**src/hdl/clr_pkg.sv**
```systemverilog
package clr_pkg;

    localparam int SAMPLE_BITS = 16;
    localparam int FRAC_BITS   = 16;
    localparam int IDX_W       = 11;
    localparam int LEN_W       = 12;
    localparam int RATIO_W     = 20;
    localparam int CFG_IDX_W   = 2;
    localparam int CFG_DATA_W  = 20;

    // position: signed offset times ratio, plus centre
    localparam int POS_W  = LEN_W + RATIO_W + 1;
    localparam int PROD_W = SAMPLE_BITS + FRAC_BITS + 2;

    localparam logic signed [POS_W-1:0] ONE_POS = POS_W'(1) << FRAC_BITS;
    localparam logic signed [PROD_W-1:0] ROUND_HALF = PROD_W'(1) << (FRAC_BITS - 1);

    localparam logic REQ_WRITE = 1'b0;
    localparam logic REQ_READ  = 1'b1;

    typedef enum logic [CFG_IDX_W-1:0] {
        CFG_SRC_LENGTH  = 2'd0,
        CFG_DEST_LENGTH = 2'd1,
        CFG_RATIO       = 2'd2
    } t_cfg_reg;

    typedef struct packed {
        logic [IDX_W-1:0]          dhalf;
        logic [RATIO_W-1:0]        ratio;
        logic signed [POS_W-1:0]   half_pos;
        logic signed [POS_W-1:0]   hi_pos;
    } t_pos_cfg;

    typedef struct packed {
        logic                          is_req;
        logic                          in_range;
        logic [LEN_W-1:0]              lo;
        logic [FRAC_BITS-1:0]          frac;
        logic [IDX_W-1:0]              wr_index;
        logic signed [SAMPLE_BITS-1:0] wr_value;
        logic [IDX_W-1:0]              dest_index;
    } t_pos_item;

endpackage

```
**src/hdl/clr_pos_pipe.sv**
```systemverilog
module clr_pos_pipe (
    input  logic                                   i_clk,
    input  logic                                   i_rst_n,
    input  clr_pkg::t_pos_cfg                      i_cfg,
    input  logic                                   i_valid,
    output logic                                   o_ready,
    input  logic                                   i_req_type,
    input  logic [clr_pkg::IDX_W-1:0]              i_sample_index,
    input  logic signed [clr_pkg::SAMPLE_BITS-1:0] i_sample_value,
    input  logic [clr_pkg::IDX_W-1:0]              i_dest_index,
    output logic                                   o_valid,
    input  logic                                   i_next_ready,
    output clr_pkg::t_pos_item                     o_item
);
    import clr_pkg::*;

    logic                          w_en1, w_en2, w_en3;

    logic                          r_v1;
    logic                          r_req1;
    logic [IDX_W-1:0]              r_widx1;
    logic signed [SAMPLE_BITS-1:0] r_wval1;
    logic [IDX_W-1:0]              r_didx1;
    logic signed [LEN_W-1:0]       r_d1;

    logic                          r_v2;
    logic                          r_req2;
    logic [IDX_W-1:0]              r_widx2;
    logic signed [SAMPLE_BITS-1:0] r_wval2;
    logic [IDX_W-1:0]              r_didx2;
    logic signed [POS_W-1:0]       r_prod2;

    logic                          r_v3;
    t_pos_item                     r_item3;

    logic signed [LEN_W-1:0]       n_d;
    logic signed [RATIO_W:0]       w_ratio_s;
    logic signed [POS_W-1:0]       w_pos;
    t_pos_item                     n_item;

    // each stage moves when it is empty or the next one moves
    assign w_en3   = !r_v3 || i_next_ready;
    assign w_en2   = !r_v2 || w_en3;
    assign w_en1   = !r_v1 || w_en2;
    assign o_ready = w_en1;

    assign n_d       = $signed({1'b0, i_dest_index}) - $signed({1'b0, i_cfg.dhalf});
    assign w_ratio_s = $signed({1'b0, i_cfg.ratio});
    assign w_pos     = r_prod2 + i_cfg.half_pos;

    always_comb begin
        n_item            = '0;
        n_item.is_req     = r_req2;
        // strictly inside the open interval (1, 2*half-1)
        n_item.in_range   = (w_pos > ONE_POS) && (w_pos < i_cfg.hi_pos);
        n_item.lo         = w_pos[FRAC_BITS +: LEN_W];
        n_item.frac       = w_pos[FRAC_BITS-1:0];
        n_item.wr_index   = r_widx2;
        n_item.wr_value   = r_wval2;
        n_item.dest_index = r_didx2;
    end

    always_ff @(posedge i_clk) begin
        if (!i_rst_n) begin
            r_v1 <= 1'b0;
            r_v2 <= 1'b0;
            r_v3 <= 1'b0;
        end else begin
            if (w_en1) begin
                r_v1 <= i_valid;
            end
            if (w_en2) begin
                r_v2 <= r_v1;
            end
            if (w_en3) begin
                r_v3 <= r_v2;
            end
        end
    end

    always_ff @(posedge i_clk) begin
        if (w_en1) begin
            r_req1  <= i_req_type;
            r_widx1 <= i_sample_index;
            r_wval1 <= i_sample_value;
            r_didx1 <= i_dest_index;
            r_d1    <= n_d;
        end
        if (w_en2) begin
            r_req2  <= r_req1;
            r_widx2 <= r_widx1;
            r_wval2 <= r_wval1;
            r_didx2 <= r_didx1;
            r_prod2 <= r_d1 * w_ratio_s;
        end
        if (w_en3) begin
            r_item3 <= n_item;
        end
    end

    assign o_valid = r_v3;
    assign o_item  = r_item3;

endmodule

```
**config.mk**
```make
export PLATFORM = sky130hd
export DESIGN_NAME = clr_pos_pipe
export DESIGN_NICKNAME = d
export VERILOG_FILES = /design/src/hdl/clr_pkg.sv /design/src/hdl/clr_pos_pipe.sv
export SDC_FILE = /design/constraint.sdc
export NUM_CORES = 1
export LEC_CHECK = 0
export ABC_AREA = 1
export BUFFER_PORTS_ARGS = -buffer_cell sky130_fd_sc_hd__buf_2
export CAP_MARGIN = 20
export CORE_AREA = 2 2 155 218
export CTS_CLUSTER_SIZE = 16
export DETAILED_ROUTE_END_ITERATION = 10
export DIE_AREA = 0 0 157 220
export GPL_TIMING_DRIVEN = 0
export PLACE_DENSITY_LB_ADDON = 0.15
export SETUP_SLACK_MARGIN = 0.4
export SYNTH_ARGS = -nofsm -noshare
export SYNTH_HDL_FRONTEND = slang
export SYNTH_SLANG_ARGS = --single-unit
```
**constraint.sdc**
```tcl
create_clock -name i_clk -period 6.05 [get_ports i_clk]
set_input_delay 1.21 -clock i_clk [delete_from_list [all_inputs] [get_ports i_clk]]
set_output_delay 1.21 -clock i_clk [all_outputs]
set_load 0.02 [all_outputs]
```
==> metrics.txt, run 1 <==
global-route wire length before repair between 60,000 and 70,000 um; wire length per cell 15.7 um; placed cell area 19,400 sq um; Die Y around 220 um; worst hold slack 0.412 ns; Worst-path clk slew 0.08 ns; Setup crit start kind input port; Synth Instances 1,996; Starting Density between 50% and 60%; fill count 2,788; layout cell share with drive strength beyond 1 ~17%; Synth-to-Final Area Change 15.7%; # setup viols final 0; Area contributors post-synth edfxtp_1 32%, fa_1 21%, ha_1 12%; status finished clean; Post-Layout Inst Area just over 20,000 sq um; Root Buffer Master clkbuf_16; Initial DRC Count roughly 610; Synth top cells by count 521 x nand2_1, 496 x inv_1, 191 x edfxtp_1; vias in the first global route 13,900; top cell type by total area after synthesis edfxtp_1; Setup CP Type in2reg; critical path data required time 6.25 ns; final setup margin between 0.4 and 0.5 ns; drt total wl between 40,000 and 50,000 um; DRC Markers 0; synth warn 0; die area 34,500 sq um; post-synth cell types 39; Final Hold Fails 0; Worst Hold Class reg2reg; clk sink count just under 200; worst skew pair latency about 0.45 ns; H-tree depth 4; area of the multi-input gates 10,300 sq um; Final period util between 90% and 100%; PortBufs 209; sequential element share of the synthesized area 32.6%; drt pass-1 iters 5; Final Skew 0.0115 ns; GRT Total Usage 24.8%; CTS Hold Bufs 0; HPWL Detailed 34,800 um; GRT overflow 0; Syn Area/Cell 8.90 sq um; Worst setup EP type flop; fraction of registers with async set or reset after synthesis 0%; Slew headroom 37.0%; core area 32,700 sq um; Worst-Margin Slew 0.944 ns; routability cong. about 0.95; DP Cell Count 2,651; synthesized area 17,800 sq um; Min Clock Period, post-route roughly 5.6 ns; largest net degree at the start of global routing 73; vias 13,700; Highest Clock Rate 0.179 GHz; NumNets Final 2,729; Die Width 157 um; max-cap violation count 0; register bit total from synthesis 194; Yosys top cell area share 32.3%; Syn Nets 2,486; clock tree buffer depth 2; Max FO, Critical Path 5; non-filler cells, final 2,698; vias per inst 5.06; Post-Place Setup Slack -0.281 ns; FF+latch area 5800 sq um; unrepaired setup endpoints after global routing no; Site Rows 79; Post-synth EDFFs 191; most frequent cell after synthesis nand2_1; CTS tree built; Post-DRT Antenna Nets 0; Main synth FF type edfxtp_1; CTS buffer count 17; Worst EP arrival 5.78 ns; initial antenna violation count 0; I/O pins 210; Final Max Tran Viols 0
==> final cells by class <==
cell class,count,share of cell area (%)
diodes,1,0.0122
flip-flops and latches,194,28.2
well taps,445,2.71
plain buffers,44,1.26
multi-input cells,1261,50.1
repair buffers,224,5.74
inverters,497,9.09
clock buffers,17,2.07
clock inverters,15,0.815
==> through the flow <==
| step | setup TNS, ns | utilization (%) |
|---|---|---|
| 2_1_floorplan | 0 | - |
| 3_3_place_gp | -13.99 | 59.3 |
| 3_5_place_dp | -2.60 | 59.4 |
| 4_1_cts | 0 | 61.5 |
| 5_1_grt | 0 | 62.8 |
| 6_report | 0 | 62.8 |
==> logic make-up after synthesis <==
logic type	after synthesis	share of synthesized area, %
AOI/OAI and AO/OA	150	4.86
xor gates and xnor gates	40	1.97
buffers and inverters	541	11.4
adders and majority gates	350	32.4
and+or+nand+nor	721	16.8
DFF	194	32.6
==> what timing repair did <==
item | in CTS | in global routing
setup buffers | 1 | 13
pin swaps | 3 | 29
resized for setup | 24 | 114
setup endpoints to repair | 14 | 15
endpoints found under the hold margin | 0 | 0
==> state kept, by name, summed over array words and instances, names as in the netlist, 11 cells and up <==
| name | cells |
|---|---|
| o_item | 68 |
| r_d1 | 12 |
| r_didx1 | 11 |
| r_didx2 | 11 |
| r_prod2 | 33 |
| r_widx1 | 11 |
| r_widx2 | 11 |
| r_wval1 | 16 |
| r_wval2 | 16 |
==> critical path: stages <==
cell,delay (ns)
buf_2,0.11
buf_6,0.11
clkbuf_2,0.18
buf_4,0.14
nand2_1,0.07
fa_1,0.54
inv_1,0.06
fa_1,0.54
fa_1,0.44
fa_1,0.49
inv_1,0.05
fa_1,0.47
inv_1,0.06
ha_4,0.30
nand2_2,0.12
nor4_4,0.31
nand4_1,0.14
nand3_2,0.17
a31oi_4,0.10
xor2_1,0.15
==> routing by layer <==
layer  GRT usage [%]  up-vias  wire [um]
met5               0        -          0
met4            14.2        0       2440
met3            3.09      130       1610
met2            46.1      394      22300
met1            26.9     6484      16000
li1                -     6642          -
==> placed cells by master (no fill, tap or decap), drive strengths merged, types with 3 or more instances in the layout <==
cell type	count
o21a	5
nand3	47
a31oi	5
ha	167
buf	237
or2	7
nand3b	9
nand2	532
nor3	10
dfxtp	3
nand4	23
nor4	6
edfxtp	191
clkinv	5
fa	183
a21oi	81
xor2	26
o211ai	6
o21bai	12
o21ai	31
clkbuf	48
nor2	86
inv	504
a211oi	3
xnor2	14
==> worst paths after layout <==
| kind | start | endpoint | slack [ns] | depth (start not counted) |
|---|---|---|---|---|
| worst max register to register | r_d1[3] | r_prod2[32] | 0.57 | 17 |
| worst min register to register | r_wval1[6] | r_wval2[6] | 0.41 | 0 |
| worst max-delay path | i_cfg[75] | r_prod2[30] | 0.47 | 20 |
| worst min-delay path | r_wval1[6] | r_wval2[6] | 0.41 | 0 |
Power of run 1 is left out: the tool's default activity adds up to more than one toggle a clock period on the data nets, which glitch-free logic cannot reach.
==> inputs of run 2 (changes only) <==
--- a/config.mk
+++ b/config.mk
@@ -13,5 +13,5 @@
 export DETAILED_ROUTE_END_ITERATION = 10
 export DIE_AREA = 0 0 157 220
-export GPL_TIMING_DRIVEN = 0
+export GPL_TIMING_DRIVEN = 1
 export PLACE_DENSITY_LB_ADDON = 0.15
 export SETUP_SLACK_MARGIN = 0.4
==> constraint.sdc (replaced) <==
create_clock -name i_clk -period 6.05 [get_ports i_clk]
set_input_delay 0.605 -clock i_clk [delete_from_list [all_inputs] [get_ports i_clk]]
set_output_delay 0.605 -clock i_clk [all_outputs]
set_load 0.02 [all_outputs]
==> metrics.txt, run 2 (same netlist as run 1, synthesis figures left out) <==
CP max-delay cell fa_1; Worst Hold Class in2reg; Worst setup EP type flop; most frequent cells in the layout 519 x nand2_1, 494 x inv_1, 209 x buf_2, 191 x edfxtp_1, 183 x fa_1; HPWL Detailed around 32,000 um; PortBufs 209; Setup crit start kind flop; critical path startpoint r_d1[3]; crit path to r_prod2[18]; layout cell share with drive strength beyond 1 14.4%; Synth-to-Final Area Change 13.9%; Crit path depth 20; die area approximately 35,000 sq um; met2 routed WL 21,900 um; Die Width 157 um; vias in the first global route around 14,000; min-delay src i_sample_index[5]; CTS tree built; delay of the slowest cell on the worst path 0.54 ns; # setup viols final 0; crit-path leading delay family adder cells; Worst R2R End r_prod2[18]; max-cap violation count 0; drt total wl 40,000 um; Final Util approximately three fifths; Starting Density 54.3%; Initial DRC Count 529; GRT overflow 0; antenna fix cells 0; Highest Clock Rate 0.187 GHz; NumNets Final 2,710; largest net degree at the start of global routing 71; fill count between 2,000 and 3,000; Final Skew 0.0166 ns; worst skew pair latency between 0.4 and 0.5 ns; Final period util 88.3%; global-route wire length before repair 62,600 um; Max FO, Critical Path 11; drt pass-1 iters 7; GRT Total Usage 23.1%; Worst EP arrival around 5.5 ns; Reg2Reg Setup Slack 0.71 ns; Slew headroom 41.3%; max FFs per register between 60 and 70; Setup CP Type reg2reg; sequence of cells on the critical path buf_4 -> nand2_1 -> fa_1 -> fa_1 -> fa_1 -> inv_1 -> fa_1 -> inv_1 -> fa_1 -> inv_1 -> ha_1 -> nand2_1 -> nor2_1 -> nand2_1 -> o211ai_1 -> a31oi_1 -> o21ai_0 -> nand2_1 -> nand2_1 -> xor2_1; Metal-1 WL 15,400 um; CTS buffer count 17; Post-DRT Antenna Nets 0; DP Cell Count 2,617; Final Hold Fails 0; non-filler cells, final 2,678; Min Clock Period, post-route ~5.3 ns; vias per inst 4.96; routability cong. 0.897; H-tree depth 4; unrepaired setup endpoints after global routing no; Worst Path Buf+Inv 4; Root Buffer Master clkbuf_16; total negative slack 0 ns; Worst-path clk slew around 0.090 ns; vias around 13,000; Met3 Routed Length around 1700 um; core area 32,700 sq um; Final Max Tran Viols 0; wire length per cell 14.9 um; clk sink count 194; clock tree buffer depth 2; commonest non-fill, non-tap cell in the layout nand2_1; I/O pins 210; status finished clean; Highest Signal Layer met5; initial antenna violation count 1; Worst-Margin Slew between 0.8 and 0.9 ns; DRC Markers 0; critical path data required time approximately 6.3 ns; Worst Reg-to-Reg Cells 20; Site Rows just under 80; RR Startpoint r_d1[3]; Die Y 220 um
[run 2: cell count changes in the layout (fill, tap and decap cells not counted), sizes merged]
cell,before,now
bufinv,1,0
clkinv,5,3
clkinvlp,2,0
diode,1,0
buf,237,248
inv,504,509
clkbuf,48,18
[run 2: layout make-up]
class	count	area (sq um)	share of cell area, %
Clock buffer	17	425	2.10
Sequential cell	194	5800	28.6
Timing Repair Buffer	249	1430	7.04
Multi-Input combinational cell	1261	9960	49.2
Tap cell	445	557	2.75
Clock inverter	15	208	1.03
Inverter	497	1870	9.22
[run 2: worst min path at each step]
| stage | end | cells after the start |
|---|---|---|
| 5_1_grt | r_widx1[5] | 1 |
| 2_1_floorplan | o_item[0] | 0 |
| 3_5_place_dp | o_item[11] | 0 |
| 3_3_place_gp | o_item[10] | 0 |
| 6_report | r_widx1[5] | 1 |
| 4_1_cts | r_wval1[3] | 1 |
[run 2: per-layer routing]
| layer | vias up | GRT usage, % |
|---|---|---|
| li1 | 6599 | - |
| met1 | 6301 | 25.5 |
| met2 | 306 | 44.8 |
| met3 | 63 | 3.07 |
| met4 | 2 | 7.95 |
| met5 | - | 0 |
[run 2: repair_timing]
item,4_1_cts,5_1_grt
setup endpoints to repair,0,15
setup buffers,0,29
gates resized for setup,0,4
hold buffers,0,0
[run 2: through the flow]
| step | setup WS [ns] | hold WS (ns) | instance area (sq um) |
|---|---|---|---|
| 2_1_floorplan | 0.805 | 0.400 | 17800 |
| 3_3_place_gp | 0.375 | 0.400 | 19300 |
| 3_5_place_dp | 0.298 | 0.405 | 19300 |
| 4_1_cts | 0.416 | 0.290 | 19900 |
| 5_1_grt | 0.382 | 0.287 | 20200 |
| 6_report | 0.707 | 0.309 | 20200 |
Power of run 2 is left out for the same reason.
==> inputs of run 3 (changes only) <==
CORE_AREA = 2 2 171 241   (was 2 2 155 218)
CTS_CLUSTER_SIZE = 10   (was 16)
DIE_AREA = 0 0 173 243   (was 0 0 157 220)
==> metrics.txt, run 3 (same netlist as run 1, synthesis figures left out) <==
CP max-delay cell fa_1; most frequent cells in the layout 519 x nand2_1, 494 x inv_1, 209 x buf_2, 191 x edfxtp_1, 183 x fa_1; clock tree buffer depth 2; Slew headroom 39.6%; drt pass-1 iters 5; placed cell area 19,400 sq um; total negative slack 0 ns; GRT Total Usage 19.8%; RR Startpoint r_d1[11]; Root Buffer Master clkbuf_16; max-cap violation count 0; Post-Layout Inst Area 20,300 sq um; critical path data required time 6.26 ns; Highest Signal Layer met4; DP Cell Count 2,708; die area 42,000 sq um; wire length per cell around 15 um; routability cong. 0.862; H-tree depth 4; worst skew pair latency 0.46 ns; Worst EP arrival roughly 5.6 ns; Worst Hold Class in2reg; Met3 Routed Length 1380 um; Final period util 88.5%; vias between 10,000 and 15,000; layout cell share with drive strength beyond 1 ~14%; Worst-Margin Slew slightly above 0.9 ns; PortBufs 209; Die Y between 200 and 250 um; CP dominant cell by count fa_1; Setup crit start kind flop; critical path startpoint r_d1[11]; max FFs per register 68; largest net degree at the start of global routing 70; HPWL Detailed ~34,000 um; Initial DRC Count 610; min-delay src i_sample_value[12]; unrepaired setup endpoints after global routing no; Starting Density 44.6%; Max FO, Critical Path 13; Metal-1 WL 16,200 um; delay of the slowest cell on the worst path 0.54 ns; met2 routed WL 22,300 um; Final Skew 0.0200 ns; drt total wl 41,000 um; I/O pins 210; Final Max Tran Viols 0; NumNets Final roughly 2,700; Worst-path clk slew 0.08 ns; CTS tree built; Setup CP Type reg2reg; clk sink count around 190; vias per inst 4.77; Highest Clock Rate 0.187 GHz; DRC Markers 0; CTS buffer count 17; Site Rows 87; Worst setup EP type flop; fill count 3,831; Min Clock Period, post-route 5.35 ns; vias in the first global route 13,900; sequence of cells on the critical path inv_4 -> buf_6 -> nor2_1 -> fa_1 -> inv_1 -> fa_1 -> inv_1 -> fa_1 -> fa_1 -> inv_1 -> fa_1 -> inv_1 -> ha_1 -> nand2_1 -> nor4_2 -> nand4_1 -> nand3_1 -> a31oi_1 -> xor2_1; Final Hold Fails 0; Die Width around 170 um; global-route wire length before repair 66,600 um; # setup viols final 0; CTS Hold Bufs 0; Synth-to-Final Area Change 14.5%; commonest non-fill, non-tap cell in the layout nand2_1; initial antenna violation count 1; Post-DRT Antenna Nets 0; core area ~40,000 sq um; GRT overflow 0; status finished clean; non-filler cells, final 2,764
[run 3: cell count changes in the layout (fill, tap and decap cells not counted), moves of 2 or more]
cell,change
buf_12,+5
buf_4,-7
inv_12,-5
buf_6,-2
[run 3: worst max-delay path, delay by kind of cell, from the launching register on]
family | cells | cell delay, ns
flip-flops | 1 | 0.45
AND/OR/NAND/NOR | 5 | 0.85
XOR/XNOR | 1 | 0.15
buffers and inverters | 6 | 0.52
AO/OA/AOI/OAI | 1 | 0.13
adder cells (fa/ha/maj) | 6 | 2.99
[run 3: worst paths after layout]
check	cells after the start	endpoint	slack [ns]
setup / recovery	19	r_prod2[32]	0.70
hold / removal	1	r_wval1[12]	0.32
setup reg to reg	19	r_prod2[32]	0.70
hold reg to reg	0	o_item[26]	0.41
[run 3: repair_timing]
| action | in CTS | in global routing |
|---|---|---|
| gates resized for setup | 0 | 4 |
| setup endpoints to repair | 0 | 12 |
| setup buffers | 0 | 23 |
[run 3: stage by stage]
stage               utilization [%]  hold slack, ns  setup slack [ns]
floorplan                         -           0.400             0.805
global placement               48.7           0.400             0.410
detailed placement             48.7           0.405             0.331
CTS                            50.3           0.295             0.471
global route                   51.1           0.294             0.366
finish                         51.1           0.315             0.699
[run 3: layout make-up]
cell class	instances	area [sq um]	share of cell area, %
repair buffers	245	1450	7.13
multi-input cells	1261	9950	48.9
diodes	1	2.50	0.0123
clock buffers	19	443	2.18
clock inverters	13	161	0.793
well taps	534	668	3.28
flip-flops and latches	194	5800	28.5
inverters	497	1870	9.18
[run 3: metal layers]
layer  vias up  track usage (%)
met5         -                0
met4         0             6.18
met3        57             2.33
met2       252             38.7
met1      6282             22.1
li1       6590                -
Power of run 3 is left out for the same reason.
